`src/design/crc16_frame_parser_assert.svh`:
```
// ----------------------------------------------------------------------------
// crc16_frame_parser assertion macros
// Clocked assertion forms used by the frame parser control module.
// ----------------------------------------------------------------------------
`ifndef CRC16_FRAME_PARSER_ASSERT_SVH
`define CRC16_FRAME_PARSER_ASSERT_SVH

// Check a property on every clock edge outside reset.
`define FP_ASSERT(label, prop, msg) \
  label: assert property (@(posedge clk) disable iff (rst) (prop)) else $error(msg);

// Check a property that implies a condition in the next cycle.
`define FP_ASSERT_NEXT(label, ante, cons, msg) \
  label: assert property (@(posedge clk) disable iff (rst) (ante) |=> (cons)) \
    else $error(msg);

`endif

```
`src/design/crc16_fp_pkg.sv`:
```
`timescale 1ns / 1ps
// ----------------------------------------------------------------------------
// crc16_fp_pkg
// Shared types and constants for the CRC-16 frame parser.
// ----------------------------------------------------------------------------
package crc16_fp_pkg;

  localparam int unsigned BYTE_W  = 8;
  localparam int unsigned CRC_W   = 16;
  localparam int unsigned LEN_W   = 11;
  localparam int unsigned FLAGS_SHIFT = 6;

  localparam logic [BYTE_W-1:0] SYNC_VALUE  = 8'hAA;
  localparam logic [CRC_W-1:0]  CRC_POLY    = 16'h1021;
  localparam logic [CRC_W-1:0]  CRC_INIT    = 16'h0000;
  localparam logic [LEN_W-1:0]  LIMIT_RESET = 11'd1019;
  localparam logic [LEN_W-1:0]  TRAILER_LEN = 11'd2;

  typedef enum logic [1:0] {
    PH_HUNT    = 2'd0,
    PH_FLAG_LO = 2'd1,
    PH_FLAG_HI = 2'd2,
    PH_BODY    = 2'd3
  } phase_t;

  typedef struct packed {
    logic [BYTE_W-1:0] data_byte;
    logic [LEN_W-1:0]  byte_index;
    logic              in_frame;
    logic              is_crc_byte;
    logic              frame_good;
    logic              frame_bad;
    logic              length_drop;
  } result_t;

endpackage

```
`src/design/crc16_fp_crc.sv`:
```
`timescale 1ns / 1ps
// ----------------------------------------------------------------------------
// crc16_fp_crc
// Bytewise CRC-16 update, polynomial 0x1021, MSB first, no reflection.
// ----------------------------------------------------------------------------
module crc16_fp_crc (
  input  logic [crc16_fp_pkg::CRC_W-1:0]  crc_in,
  input  logic [crc16_fp_pkg::BYTE_W-1:0] data,
  output logic [crc16_fp_pkg::CRC_W-1:0]  crc_out
);

  always_comb begin
    logic [crc16_fp_pkg::CRC_W-1:0] c;
    c = crc_in ^ {data, {(crc16_fp_pkg::CRC_W - crc16_fp_pkg::BYTE_W){1'b0}}};
    for (int k = 0; k < crc16_fp_pkg::BYTE_W; k++) begin
      if (c[crc16_fp_pkg::CRC_W-1]) begin
        c = {c[crc16_fp_pkg::CRC_W-2:0], 1'b0} ^ crc16_fp_pkg::CRC_POLY;
      end else begin
        c = {c[crc16_fp_pkg::CRC_W-2:0], 1'b0};
      end
    end
    crc_out = c;
  end

endmodule

```
`src/design/crc16_fp_ctrl.sv`:
```
`timescale 1ns / 1ps
// ----------------------------------------------------------------------------
// crc16_fp_ctrl
// Frame state machine: sync hunt, flag bytes, body count and CRC check.
// ----------------------------------------------------------------------------
`include "crc16_frame_parser_assert.svh"

module crc16_fp_ctrl (
  input  logic                             clk,
  input  logic                             rst,
  input  logic                             step,
  input  logic [crc16_fp_pkg::BYTE_W-1:0]  rx,
  input  logic [crc16_fp_pkg::LEN_W-1:0]   limit,
  output crc16_fp_pkg::result_t            res
);

  localparam int unsigned BW = crc16_fp_pkg::BYTE_W;
  localparam int unsigned CW = crc16_fp_pkg::CRC_W;
  localparam int unsigned LW = crc16_fp_pkg::LEN_W;

  crc16_fp_pkg::phase_t phase, phase_next;
  logic [LW-1:0] remaining, remaining_next;
  logic [CW-1:0] crc_running, crc_running_next;
  logic [BW-1:0] trailer_low, trailer_low_next;
  logic [LW-1:0] position, position_next;
  logic [BW-1:0] flags_low, flags_low_next;

  logic [CW-1:0] crc_base;
  logic [CW-1:0] crc_fed;
  logic [LW-1:0] total;
  logic          too_long;
  logic          crc_match;

  assign crc_base = (phase == crc16_fp_pkg::PH_HUNT) ? crc16_fp_pkg::CRC_INIT : crc_running;

  crc16_fp_crc u_crc (
    .crc_in  (crc_base),
    .data    (rx),
    .crc_out (crc_fed)
  );

  // Body length from the 16-bit flags word, plus the two trailer bytes.
  assign total     = LW'({rx, flags_low} >> crc16_fp_pkg::FLAGS_SHIFT)
                     + crc16_fp_pkg::TRAILER_LEN;
  assign too_long  = total > limit;
  assign crc_match = ({rx, trailer_low} == crc_running);

  // Next state
  always_comb begin
    phase_next       = phase;
    remaining_next   = remaining;
    crc_running_next = crc_running;
    trailer_low_next = trailer_low;
    position_next    = position;
    flags_low_next   = flags_low;
    unique case (phase)
      crc16_fp_pkg::PH_HUNT: begin
        if (rx == crc16_fp_pkg::SYNC_VALUE) begin
          crc_running_next = crc_fed;
          position_next    = LW'(1);
          phase_next       = crc16_fp_pkg::PH_FLAG_LO;
        end
      end
      crc16_fp_pkg::PH_FLAG_LO: begin
        flags_low_next   = rx;
        crc_running_next = crc_fed;
        position_next    = LW'(2);
        phase_next       = crc16_fp_pkg::PH_FLAG_HI;
      end
      crc16_fp_pkg::PH_FLAG_HI: begin
        if (too_long) begin
          phase_next    = crc16_fp_pkg::PH_HUNT;
          position_next = '0;
        end else begin
          remaining_next   = total;
          crc_running_next = crc_fed;
          position_next    = LW'(3);
          phase_next       = crc16_fp_pkg::PH_BODY;
        end
      end
      crc16_fp_pkg::PH_BODY: begin
        position_next = position + LW'(1);
        if (remaining > crc16_fp_pkg::TRAILER_LEN) begin
          crc_running_next = crc_fed;
          remaining_next   = remaining - LW'(1);
        end else if (remaining == crc16_fp_pkg::TRAILER_LEN) begin
          trailer_low_next = rx;
          remaining_next   = LW'(1);
        end else begin
          remaining_next = '0;
          phase_next     = crc16_fp_pkg::PH_HUNT;
          position_next  = '0;
        end
      end
      default: phase_next = crc16_fp_pkg::PH_HUNT;
    endcase
  end

  // Outputs
  always_comb begin
    res             = '0;
    res.data_byte   = rx;
    unique case (phase)
      crc16_fp_pkg::PH_HUNT: begin
        res.in_frame = (rx == crc16_fp_pkg::SYNC_VALUE);
      end
      crc16_fp_pkg::PH_FLAG_LO: begin
        res.in_frame   = 1'b1;
        res.byte_index = position;
      end
      crc16_fp_pkg::PH_FLAG_HI: begin
        res.in_frame    = 1'b1;
        res.byte_index  = position;
        res.length_drop = too_long;
      end
      crc16_fp_pkg::PH_BODY: begin
        res.in_frame   = 1'b1;
        res.byte_index = position;
        if (remaining <= crc16_fp_pkg::TRAILER_LEN) begin
          res.is_crc_byte = 1'b1;
        end
        if (remaining < crc16_fp_pkg::TRAILER_LEN) begin
          res.frame_good = crc_match;
          res.frame_bad  = !crc_match;
        end
      end
      default: res.in_frame = 1'b0;
    endcase
  end

  always_ff @(posedge clk) begin
    if (rst) begin
      phase       <= crc16_fp_pkg::PH_HUNT;
      remaining   <= '0;
      crc_running <= crc16_fp_pkg::CRC_INIT;
      trailer_low <= '0;
      position    <= '0;
      flags_low   <= '0;
    end else if (step) begin
      phase       <= phase_next;
      remaining   <= remaining_next;
      crc_running <= crc_running_next;
      trailer_low <= trailer_low_next;
      position    <= position_next;
      flags_low   <= flags_low_next;
    end
  end

  `FP_ASSERT(a_body_has_count, (phase != crc16_fp_pkg::PH_BODY) || (remaining != '0), "body with zero count")
  `FP_ASSERT_NEXT(a_end_to_hunt, step && (res.frame_good || res.frame_bad), (phase == crc16_fp_pkg::PH_HUNT) && (position == '0), "frame end did not return to hunt")
  `FP_ASSERT_NEXT(a_drop_to_hunt, step && res.length_drop, (phase == crc16_fp_pkg::PH_HUNT) && (position == '0), "length drop did not return to hunt")
  `FP_ASSERT_NEXT(a_flag_seq, step && (phase == crc16_fp_pkg::PH_FLAG_LO), phase == crc16_fp_pkg::PH_FLAG_HI, "flag bytes out of order")

endmodule

```
`src/design/crc16_frame_parser.sv`:
```
`timescale 1ns / 1ps
// ----------------------------------------------------------------------------
// crc16_frame_parser
// Length-prefixed serial frame parser with CRC-16/XMODEM trailer check.
// ----------------------------------------------------------------------------
// One result per received byte. A byte is captured in an input register, the
// frame state machine and a bytewise CRC-16 update act on it combinationally,
// and the result lands in an output register once the result side is free:
// the result passes the input register and then the output register, a step
// that a result-side stall can hold up, and the block takes a new byte every cycle as long as the result side is not
// stalled. The length limit register may be written at any time the port is
// ready (always) but should change only while no frame bytes are in flight.
module crc16_frame_parser (
  input  logic                             clk,
  input  logic                             rst,
  input  logic                             in_valid,
  output logic                             in_stall,
  input  logic [crc16_fp_pkg::BYTE_W-1:0]  rx_byte,
  output logic                             out_valid,
  input  logic                             out_stall,
  output logic [crc16_fp_pkg::BYTE_W-1:0]  data_byte,
  output logic [crc16_fp_pkg::LEN_W-1:0]   byte_index,
  output logic                             in_frame,
  output logic                             is_crc_byte,
  output logic                             frame_good,
  output logic                             frame_bad,
  output logic                             length_drop,
  input  logic                             cfg_valid,
  output logic                             cfg_ready,
  input  logic [crc16_fp_pkg::LEN_W-1:0]   cfg_data
);

  logic                            in_full;
  logic [crc16_fp_pkg::BYTE_W-1:0] in_byte;
  logic [crc16_fp_pkg::LEN_W-1:0]  length_limit;
  logic                            out_free;
  logic                            advance;
  logic                            accept;
  crc16_fp_pkg::result_t           res;
  crc16_fp_pkg::result_t           res_q;

  assign out_free  = !out_valid || !out_stall;
  assign advance   = in_full && out_free;
  assign in_stall  = in_full && !out_free;
  assign accept    = in_valid && !in_stall;
  assign cfg_ready = 1'b1;

  always_ff @(posedge clk) begin
    if (rst) begin
      length_limit <= crc16_fp_pkg::LIMIT_RESET;
    end else if (cfg_valid && cfg_ready) begin
      length_limit <= cfg_data;
    end
  end

  // Input register: hold until the result register can take the request.
  always_ff @(posedge clk) begin
    if (rst) begin
      in_full <= 1'b0;
    end else if (accept) begin
      in_full <= 1'b1;
    end else if (advance) begin
      in_full <= 1'b0;
    end
  end

  always_ff @(posedge clk) begin
    if (accept) begin
      in_byte <= rx_byte;
    end
  end

  crc16_fp_ctrl u_ctrl (
    .clk   (clk),
    .rst   (rst),
    .step  (advance),
    .rx    (in_byte),
    .limit (length_limit),
    .res   (res)
  );

  always_ff @(posedge clk) begin
    if (rst) begin
      out_valid <= 1'b0;
    end else if (advance) begin
      out_valid <= 1'b1;
    end else if (!out_stall) begin
      out_valid <= 1'b0;
    end
  end

  always_ff @(posedge clk) begin
    if (advance) begin
      res_q <= res;
    end
  end

  assign data_byte   = res_q.data_byte;
  assign byte_index  = res_q.byte_index;
  assign in_frame    = res_q.in_frame;
  assign is_crc_byte = res_q.is_crc_byte;
  assign frame_good  = res_q.frame_good;
  assign frame_bad   = res_q.frame_bad;
  assign length_drop = res_q.length_drop;

endmodule

```
`config.mk`:
```
export PLATFORM = sky130hd
export DESIGN_NAME = crc16_frame_parser
export DESIGN_NICKNAME = d
export VERILOG_FILES = /design/src/design/crc16_fp_pkg.sv /design/src/design/crc16_fp_crc.sv /design/src/design/crc16_fp_ctrl.sv /design/src/design/crc16_frame_parser.sv
export VERILOG_INCLUDE_DIRS = /design/src /design/src/design
export SDC_FILE = /design/constraint.sdc
export NUM_CORES = 1
export LEC_CHECK = 0
export BUFFER_PORTS_ARGS = -buffer_cell sky130_fd_sc_hd__buf_4
export CAP_MARGIN = 30
export CORE_MARGIN = 2
export CORE_UTILIZATION = 55
export CTS_CLUSTER_SIZE = 28
export DETAILED_ROUTE_END_ITERATION = 8
export GPL_TIMING_DRIVEN = 0
export PLACE_DENSITY = 0.75
export REMOVE_ABC_BUFFERS = 1
export SLEW_MARGIN = 30
export SYNTH_ARGS = -nofsm -noshare
export SYNTH_HDL_FRONTEND = slang
export SYNTH_HIERARCHICAL = 1
export SYNTH_SLANG_ARGS = --single-unit
```
`constraint.sdc`:
```
create_clock -name clk -period 5 [get_ports clk]
set_input_delay 0 -clock clk [delete_from_list [all_inputs] [get_ports clk]]
set_output_delay 0 -clock clk [all_outputs]
set_load 0.02 [all_outputs]
```
==> results of run 1 <==
==> cells by family after synthesis <==
group / after synthesis
adders and majority gates: 15
xor gates and xnor gates: 55
and+or+nand+nor: 212
other: 1
AOI/OAI and AO/OA: 84
muxes: 31
DFF: 95
buffers and inverters: 64
==> how the worst min path moves through the flow <==
stage / startpoint / endpoint / slack, ns / cells after the start
3_5_place_dp: rx_byte[1] / in_byte[1] / 0.18 / 1
3_3_place_gp: rx_byte[0] / in_byte[0] / 0.18 / 1
5_1_grt: cfg_valid / length_limit[3] / 0.02 / 2
4_1_cts: cfg_valid / length_limit[1] / 0.0005 / 2
2_1_floorplan: rst / in_full / 0.07 / 1
6_report: cfg_valid / length_limit[1] / 0.03 / 2
==> power by group <==
part / total (mW) / internal, mW / switching, mW / leakage [nW]
Clock: 0.515 / 0.234 / 0.281 / 0.0968
Sequential: 0.861 / 0.827 / 0.0338 / 0.814
Combinational: 0.294 / 0.130 / 0.164 / 1.67
==> cells in the mapped netlist (all sizes together) (7+ instances only) <==
master  instances  area share, %
a21oi          25            2.5
xnor2          14            3.0
nand3          10           0.92
mux2i          30            5.5
inv            22            1.5
nor2b          38            4.4
nor2           36            2.5
edfxtp         32             18
xor2           32            5.2
ha             15            3.5
and2            8           0.92
buf            21            2.9
nor4            9            1.3
a211o           9            1.5
clkbuf         21            1.5
nand4          14            1.7
nand2          57            3.9
a31oi           7           0.81
nor3           12            1.2
o21ai          12            1.3
dfxtp          63             23
==> layer usage <==
| metal | vias to the layer above | share of wire [%] | track usage [%] |
|---|---|---|---|
| met1 | 1982 | 45 | 32.2 |
| li1 | 2053 | - | - |
| met4 | 0 | 1.7 | 8.00 |
| met5 | - | 0 | 0 |
| met3 | 21 | 5.3 | 5.71 |
| met2 | 138 | 48 | 38.5 |
==> what timing repair did <==
item                                   CTS  global route
resized for setup                        0             0
setup endpoints to repair                0             0
endpoints found under the hold margin   21             0
hold buffers                            27             0
==> flip-flops by register name, summed over array words and instances (netlist names) <==
signal / flops
u_ctrl/crc_running: 16
byte_index: 11
length_limit: 11
u_ctrl/position: 11
u_ctrl/remaining: 11
data_byte: 8
in_byte: 8
u_ctrl/trailer_low: 8
u_ctrl/flags_low: 2
u_ctrl/phase: 2
frame_bad: 1
frame_good: 1
in_frame: 1
in_full: 1
is_crc_byte: 1
length_drop: 1
out_valid: 1
==> stage by stage <==
| step | setup TNS, ns | hold slack, ns |
|---|---|---|
| 2_1_floorplan | 0 | 0.0691 |
| 3_3_place_gp | -39.95 | 0.179 |
| 3_5_place_dp | 0 | 0.179 |
| 4_1_cts | 0 | 0.000451 |
| 5_1_grt | 0 | 0.0243 |
| 6_report | 0 | 0.0251 |
==> cell type report <==
| class | instances | area (sq um) | share of cell area, % |
|---|---|---|---|
| well taps | 133 | 166 | 2.65 |
| multi-input cells | 398 | 2910 | 46.3 |
| clock inverters | 6 | 68.8 | 1.10 |
| inverters | 22 | 82.6 | 1.31 |
| clock buffers | 10 | 128 | 2.03 |
| flip-flops and latches | 95 | 2220 | 35.4 |
| repair buffers | 79 | 708 | 11.3 |
==> critical path: cells and delay by family, from the launching register on <==
family / cells / cell delay [ns]
xor gates and xnor gates: 1 / 0.32
DFF: 1 / 0.62
and+or+nand+nor: 3 / 1.11
adders and majority gates: 1 / 0.31
muxes: 1 / 0.28
AOI/OAI and AO/OA: 3 / 1.18
==> results.sh, run 1 <==
export IMPL_area_growth_pct=15.7
export IMPL_critPathKind="flop to flop"
export IMPL_grt_pass1_vias=3914
export IMPL_crit_fanout=16
export IMPL_r2r_setup_slack_ns=1.10
export IMPL_required_ns=5.29
export IMPL_tightestPinTransition_ns=0.812
export IMPL_power_density_nw_per_um2=266
export IMPL_yosys_area_share_simple_pct=20.7
export IMPL_cpMaxStageDelayCell="a21oi_4"
export IMPL_track_usage_pct=24.0
export IMPL_drc=0
export IMPL_reg2reg_depth=9
export IMPL_peakVddDrop_v=0.000204
export IMPL_status="finished, final reports clean"
export IMPL_hp_class="primary input to flop"
export IMPL_slew_violations=0
export IMPL_vias=4194
export IMPL_drt_iter0_drc=246
export IMPL_cp_startpoint="in_byte[1]"
export IMPL_port_buffers=49
export IMPL_synth_seq_cells=95
export IMPL_numCtsBuffers=9
export IMPL_core_sq_um=9680
export IMPL_synth_adder_area_share_pct=3.46
export IMPL_hold_viol=0
export IMPL_synth_edff_count=32
export IMPL_synthMuxAreaShare_pct=5.74
export IMPL_critPathMaxStageDelay_ns=0.67
export IMPL_synth_area_per_cell_sq_um=9.75
export IMPL_gp_congestion=0.941
export IMPL_grt_max_degree=47
export IMPL_netlist_area_sq_um=5430
export IMPL_synth_xor_area_share_pct=12.2
export IMPL_synth_seq_area_share_pct=40.9
export IMPL_routedWlPerCell_um=16.2
export IMPL_synth_distinct_cells=65
export IMPL_pre_cts_ws_ns=1.19
export IMPL_endpoint="u_ctrl/crc_running[13]"
export IMPL_clk_pin_slew_ns=0.09
export IMPL_dpl_instance_area_sq_um=5810
export IMPL_stdcell_count=743
export IMPL_vias_per_cell=5.64
export IMPL_nets=644
export IMPL_clk_path_buf_depth=2
export IMPL_drtPass1Iterations=5
export IMPL_async_flop_share_pct=0
export IMPL_yosysWarnings=6
export IMPL_path_cells="nand3_1 > nor2_1 > xor2_1 > ha_1 > a211oi_1 > o21ai_0 > or3_1 > a21oi_4 > mux2i_1"
export IMPL_cts_sinks=95
export IMPL_overflow=0
export IMPL_final_layout_size_suffix_gt1_share_pct=14.4
export IMPL_r2r_end="u_ctrl/crc_running[13]"
export IMPL_cts_setup_buffers=0
export IMPL_tritoncts="yes"
export IMPL_setup_viol=0
export IMPL_grt_pass1_wl_um=19600
export IMPL_fin_ws_ns=1.10
export IMPL_die_area_sq_um=10700
export IMPL_min_period_over_period_pct=78.1
export IMPL_dp_cells=700
export IMPL_leakagePower_nw=2.58
export IMPL_most_common_layout_cells="dfxtp_1, nand2_1, buf_4"
export IMPL_floorplan_rows=36
export IMPL_end_kind="flop"
export IMPL_startpoint_type="flop"
export IMPL_synth_top_family_by_area="simple AND/OR/NAND/NOR gates"
export IMPL_maxClockFrequency_mhz=256
export IMPL_reg2reg_from="in_byte[1]"
export IMPL_dpl_hpwl_um=8020
export IMPL_synth_compound_area_share_pct=11.0
export IMPL_synth_main_ff_cell="dfxtp_1"
export IMPL_total_power_mw=1.67
export IMPL_arrival_ns=4.20
export IMPL_routed_wl_um=12000
export IMPL_drv_cap=0
export IMPL_cts_htree_levels=3
export IMPL_rsz0062_at_grt="no"
export IMPL_die_y_um=103
export IMPL_num_io_pins=51
export IMPL_fin_area_sq_um=6280
export IMPL_ant_nets=0
export IMPL_relSlewSlack_pct=45.8
export IMPL_period_needed_ns=3.90
export IMPL_final_common_cell="dfxtp_1"
export IMPL_antenna_found_initial=0
export IMPL_syn_inst=557
export IMPL_n_antenna_cell=0
export IMPL_root_buffer="clkbuf_8"
export IMPL_fp_dieW_um=103
export IMPL_initial_core_util_pct=56.1
export IMPL_fillers=794
export IMPL_fin_skew_ns=0.0135
export IMPL_clk_latency_ns=0.38
export IMPL_finish_utilization_pct=64.9
Note: power is estimated with default switching activity, not from simulation.
==> inputs of run 2 (changes only) <==
--- a/config.mk
+++ b/config.mk
@@ -6,14 +6,15 @@
 export SDC_FILE = /design/constraint.sdc
 export NUM_CORES = 1
 export LEC_CHECK = 0
+export ABC_AREA = 1
 export BUFFER_PORTS_ARGS = -buffer_cell sky130_fd_sc_hd__buf_4
 export CAP_MARGIN = 30
 export CORE_MARGIN = 2
-export CORE_UTILIZATION = 55
+export CORE_UTILIZATION = 54
 export CTS_CLUSTER_SIZE = 28
 export DETAILED_ROUTE_END_ITERATION = 8
 export GPL_TIMING_DRIVEN = 0
-export PLACE_DENSITY = 0.75
+export PLACE_DENSITY = 0.76
 export REMOVE_ABC_BUFFERS = 1
 export SLEW_MARGIN = 30
 export SYNTH_ARGS = -nofsm -noshare
==> constraint.sdc (replaced) <==
create_clock -name clk -period 3.3 [get_ports clk]
set_input_delay 0 -clock clk [delete_from_list [all_inputs] [get_ports clk]]
set_output_delay 0 -clock clk [all_outputs]
set_load 0.02 [all_outputs]
==> run 2 against run 1 <==
Fmax grew 29%. Via count is 25% higher. Worst hold slack better by 0.065 ns. Critical endpoint unchanged. Highest routed layer unchanged. Utilization grew 0.25 points. Global-route usage up 0.16 points. Sequential share of layout area shrank 2.0 points. Die area up 5.8%.
==> results.sh, run 2 <==
export IMPL_n_antenna_cell=0
export IMPL_synth_seq_area_share_pct=39.3
export IMPL_min_period_over_period_pct=91.6
export IMPL_ant_nets=0
export IMPL_antenna_found_initial=0
export IMPL_setup_viol=0
export IMPL_synth_distinct_cells=38
export IMPL_synth_seq_cells=95
export IMPL_hold_start="cfg_valid"
export IMPL_yosysMostFrequentCell="nand2_1"
export IMPL_yosysTopAreaCellShare_pct=22.3
export IMPL_hold_viol=0
export IMPL_overflow=0
export IMPL_critPathKind="flop to flop"
export IMPL_track_usage_pct=24.2
export IMPL_hp_class="primary input to flop"
export IMPL_synth_common_cells="nand2_1, inv_1, nor2_1"
export IMPL_power_density_nw_per_um2=349
export IMPL_num_io_pins=51
export IMPL_worstHoldPathCells=4
export IMPL_path_cells="inv_2 > nor3_1 > nand2_1 > nor2_1 > inv_1 > nor2_2 > ha_1 > nand2_1 > inv_1 > a21oi_1 > nand3_1 > nand3_4 > buf_12 > nand3b_1 > nand2_1 > nor2_1"
export IMPL_fp_dieW_um=106
export IMPL_largest_register="u_ctrl/crc_running"
export IMPL_fillers=845
export IMPL_dpl_instance_area_sq_um=6010
export IMPL_drt_iter0_drc=423
export IMPL_grt_pass1_wl_um=21900
export IMPL_tightestPinTransition_ns=0.819
export IMPL_synth_main_ff_cell="dfxtp_1"
export IMPL_core_sq_um=10200
export IMPL_clk_pin_slew_ns=0.09
export IMPL_vias_per_cell=5.18
export IMPL_vias=5239
export IMPL_synth_top_family_by_area="simple AND/OR/NAND/NOR gates"
export IMPL_yosysWarnings=6
export IMPL_cts_sinks=95
export IMPL_busiest_layer="met2"
export IMPL_reg2reg_depth=16
export IMPL_initial_core_util_pct=55.3
export IMPL_dp_cells=953
export IMPL_clk_path_buf_depth=2
export IMPL_cpMaxStageDelayCell="edfxtp_1"
export IMPL_met1_usage_pct=30.6
export IMPL_holdPathEnd="length_limit[5]"
export IMPL_syn_inst=798
export IMPL_startpoint_type="flop"
export IMPL_gp_congestion=0.841
export IMPL_path_buf_inv=4
export IMPL_stdcell_count=1012
export IMPL_area_growth_pct=17.8
export IMPL_arrival_ns=3.30
export IMPL_synth_area_per_cell_sq_um=7.08
export IMPL_slew_violations=0
export IMPL_cts_htree_levels=3
export IMPL_grt_max_degree=43
export IMPL_maxClockFrequency_mhz=331
export IMPL_grt_met2_usage_pct=41.5
export IMPL_synth_compound_area_share_pct=8.39
export IMPL_die_area_sq_um=11300
export IMPL_async_flop_share_pct=0
export IMPL_numCtsBuffers=9
export IMPL_final_common_cell="nand2_1"
export IMPL_floorplan_rows=37
export IMPL_synth_adder_area_share_pct=3.32
export IMPL_yosys_area_share_simple_pct=33.7
export IMPL_dpl_hpwl_um=8920
export IMPL_period_needed_ns=3.02
export IMPL_fin_area_sq_um=6660
export IMPL_crit_fanout=16
export IMPL_required_ns=3.58
export IMPL_fin_skew_ns=0.0117
export IMPL_end_kind="flop"
export IMPL_root_buffer="clkbuf_8"
export IMPL_r2r_setup_slack_ns=0.28
export IMPL_relSlewSlack_pct=45.3
export IMPL_drv_cap=0
export IMPL_r2r_end="u_ctrl/crc_running[13]"
export IMPL_reg2reg_from="in_byte[4]"
export IMPL_leakagePower_nw=3.09
export IMPL_peakVddDrop_v=0.000213
export IMPL_drtPass1Iterations=6
export IMPL_final_layout_size_suffix_gt1_share_pct=15.3
export IMPL_synth_largest_area_cell="dfxtp_1"
export IMPL_synth_edff_count=32
export IMPL_critPathMaxStageDelay_ns=0.60
export IMPL_synth_xor_area_share_pct=3.10
export IMPL_whs_ns=0.0898
export IMPL_most_common_layout_cells="nand2_1, inv_1, nor2_1"
export IMPL_critPathTopFamily="simple AND/OR/NAND/NOR gates"
export IMPL_netlist_area_sq_um=5650
export IMPL_crit_path_frequent_cell="nand2_1"
export IMPL_port_buffers=49
export IMPL_grt_util_met3_pct=3.37
export IMPL_synthTopCellsByArea="dfxtp_1, edfxtp_1, nand2_1"
export IMPL_nets=910
export IMPL_die_y_um=106
export IMPL_routedWlPerCell_um=13.2
export IMPL_drc=0
export IMPL_tritoncts="yes"
export IMPL_clk_latency_ns=0.38
export IMPL_status="finished, final reports clean"
export IMPL_routed_wl_um=13400
export IMPL_synthMuxAreaShare_pct=0
export IMPL_largest_reg_flops=16
export IMPL_grt_pass1_vias=4846
-- run 2: changes by cell type after synthesis, sizes merged, moves of 15 or more --
cell / change
nor2b: -38
a21oi: +24
xor2: -15
nor2: +82
nand2: +189
nand3: +30
inv: +100
clkbuf: -19
mux2i: -30
-- run 2: area by class of cell --
cell class	count	area [sq um]	share of cell area, %
tap	136	170	2.55
clock buffer	9	124	1.86
sequential	95	2220	33.4
multi-input combinational	551	2810	42.1
clock inverter	7	71.3	1.07
inverter	122	460	6.91
timing repair buffer	92	808	12.1
-- run 2: worst reg2reg max path: stages (launching register included) --
cell and delay, ns:
edfxtp_1 0.60, inv_2 0.11, nor3_1 0.24, nand2_1 0.11, nor2_1 0.14, inv_1 0.08
nor2_2 0.13, ha_1 0.26, nand2_1 0.07, inv_1 0.05, a21oi_1 0.17, nand3_1 0.32
nand3_4 0.25, buf_12 0.17, nand3b_1 0.10, nand2_1 0.09, nor2_1 0.05
-- run 2: stage by stage --
stage	utilization [%]	setup TNS, ns	power (mW)	setup slack (ns)
after floorplan	-	0	1.43	0.0854
after global placement	58.3	-22.72	1.51	-0.762
after detailed placement	58.8	-14.26	1.52	-0.936
after CTS	64.5	0	2.32	0.0882
after global routing	65.1	-0.00852	2.41	-0.00852
final	65.1	0	2.33	0.277
-- run 2: logic make-up after synthesis --
group	after synthesis
and+or+nand+nor	435
DFF	95
other	1
xor gates and xnor gates	20
AOI/OAI and AO/OA	79
adders and majority gates	15
buffers and inverters	153
-- run 2: power by group --
group | total [mW] | leakage [nW] | internal, mW | switching (mW)
registers | 1.26 | 0.820 | 1.24 | 0.0235
clock network | 0.782 | 0.0953 | 0.352 | 0.430
logic | 0.284 | 2.17 | 0.125 | 0.159
total | 2.33 | 3.09 | 1.71 | 0.612
-- run 2: worst max path at each step --
stage	start	endpoint	slack [ns]	cells after the start
after floorplan	in_byte[0]	u_ctrl/remaining[2]	0.09	20
after global placement	in_byte[0]	u_ctrl/remaining[9]	-0.76	20
after detailed placement	in_byte[0]	u_ctrl/remaining[5]	-0.94	20
after CTS	in_byte[2]	u_ctrl/remaining[5]	0.09	19
after global routing	in_byte[0]	u_ctrl/crc_running[4]	-0.009	19
final	in_byte[4]	u_ctrl/crc_running[13]	0.28	16
-- run 2: what timing repair did --
action / in CTS / in global routing
pin swaps: 0 / 2
hold buffers: 34 / 0
cloned: 1 / 0
endpoints found under the setup margin: 28 / 27
gates resized for setup: 4 / 1
endpoints found under the hold margin: 23 / 0
setup buffers: 3 / 5
-- run 2: metal layers --
metal  vias up  wire, um
met5         -         0
met4         0       312
met3        24       813
met2       199      6520
met1      2386      5760
li1       2630         -
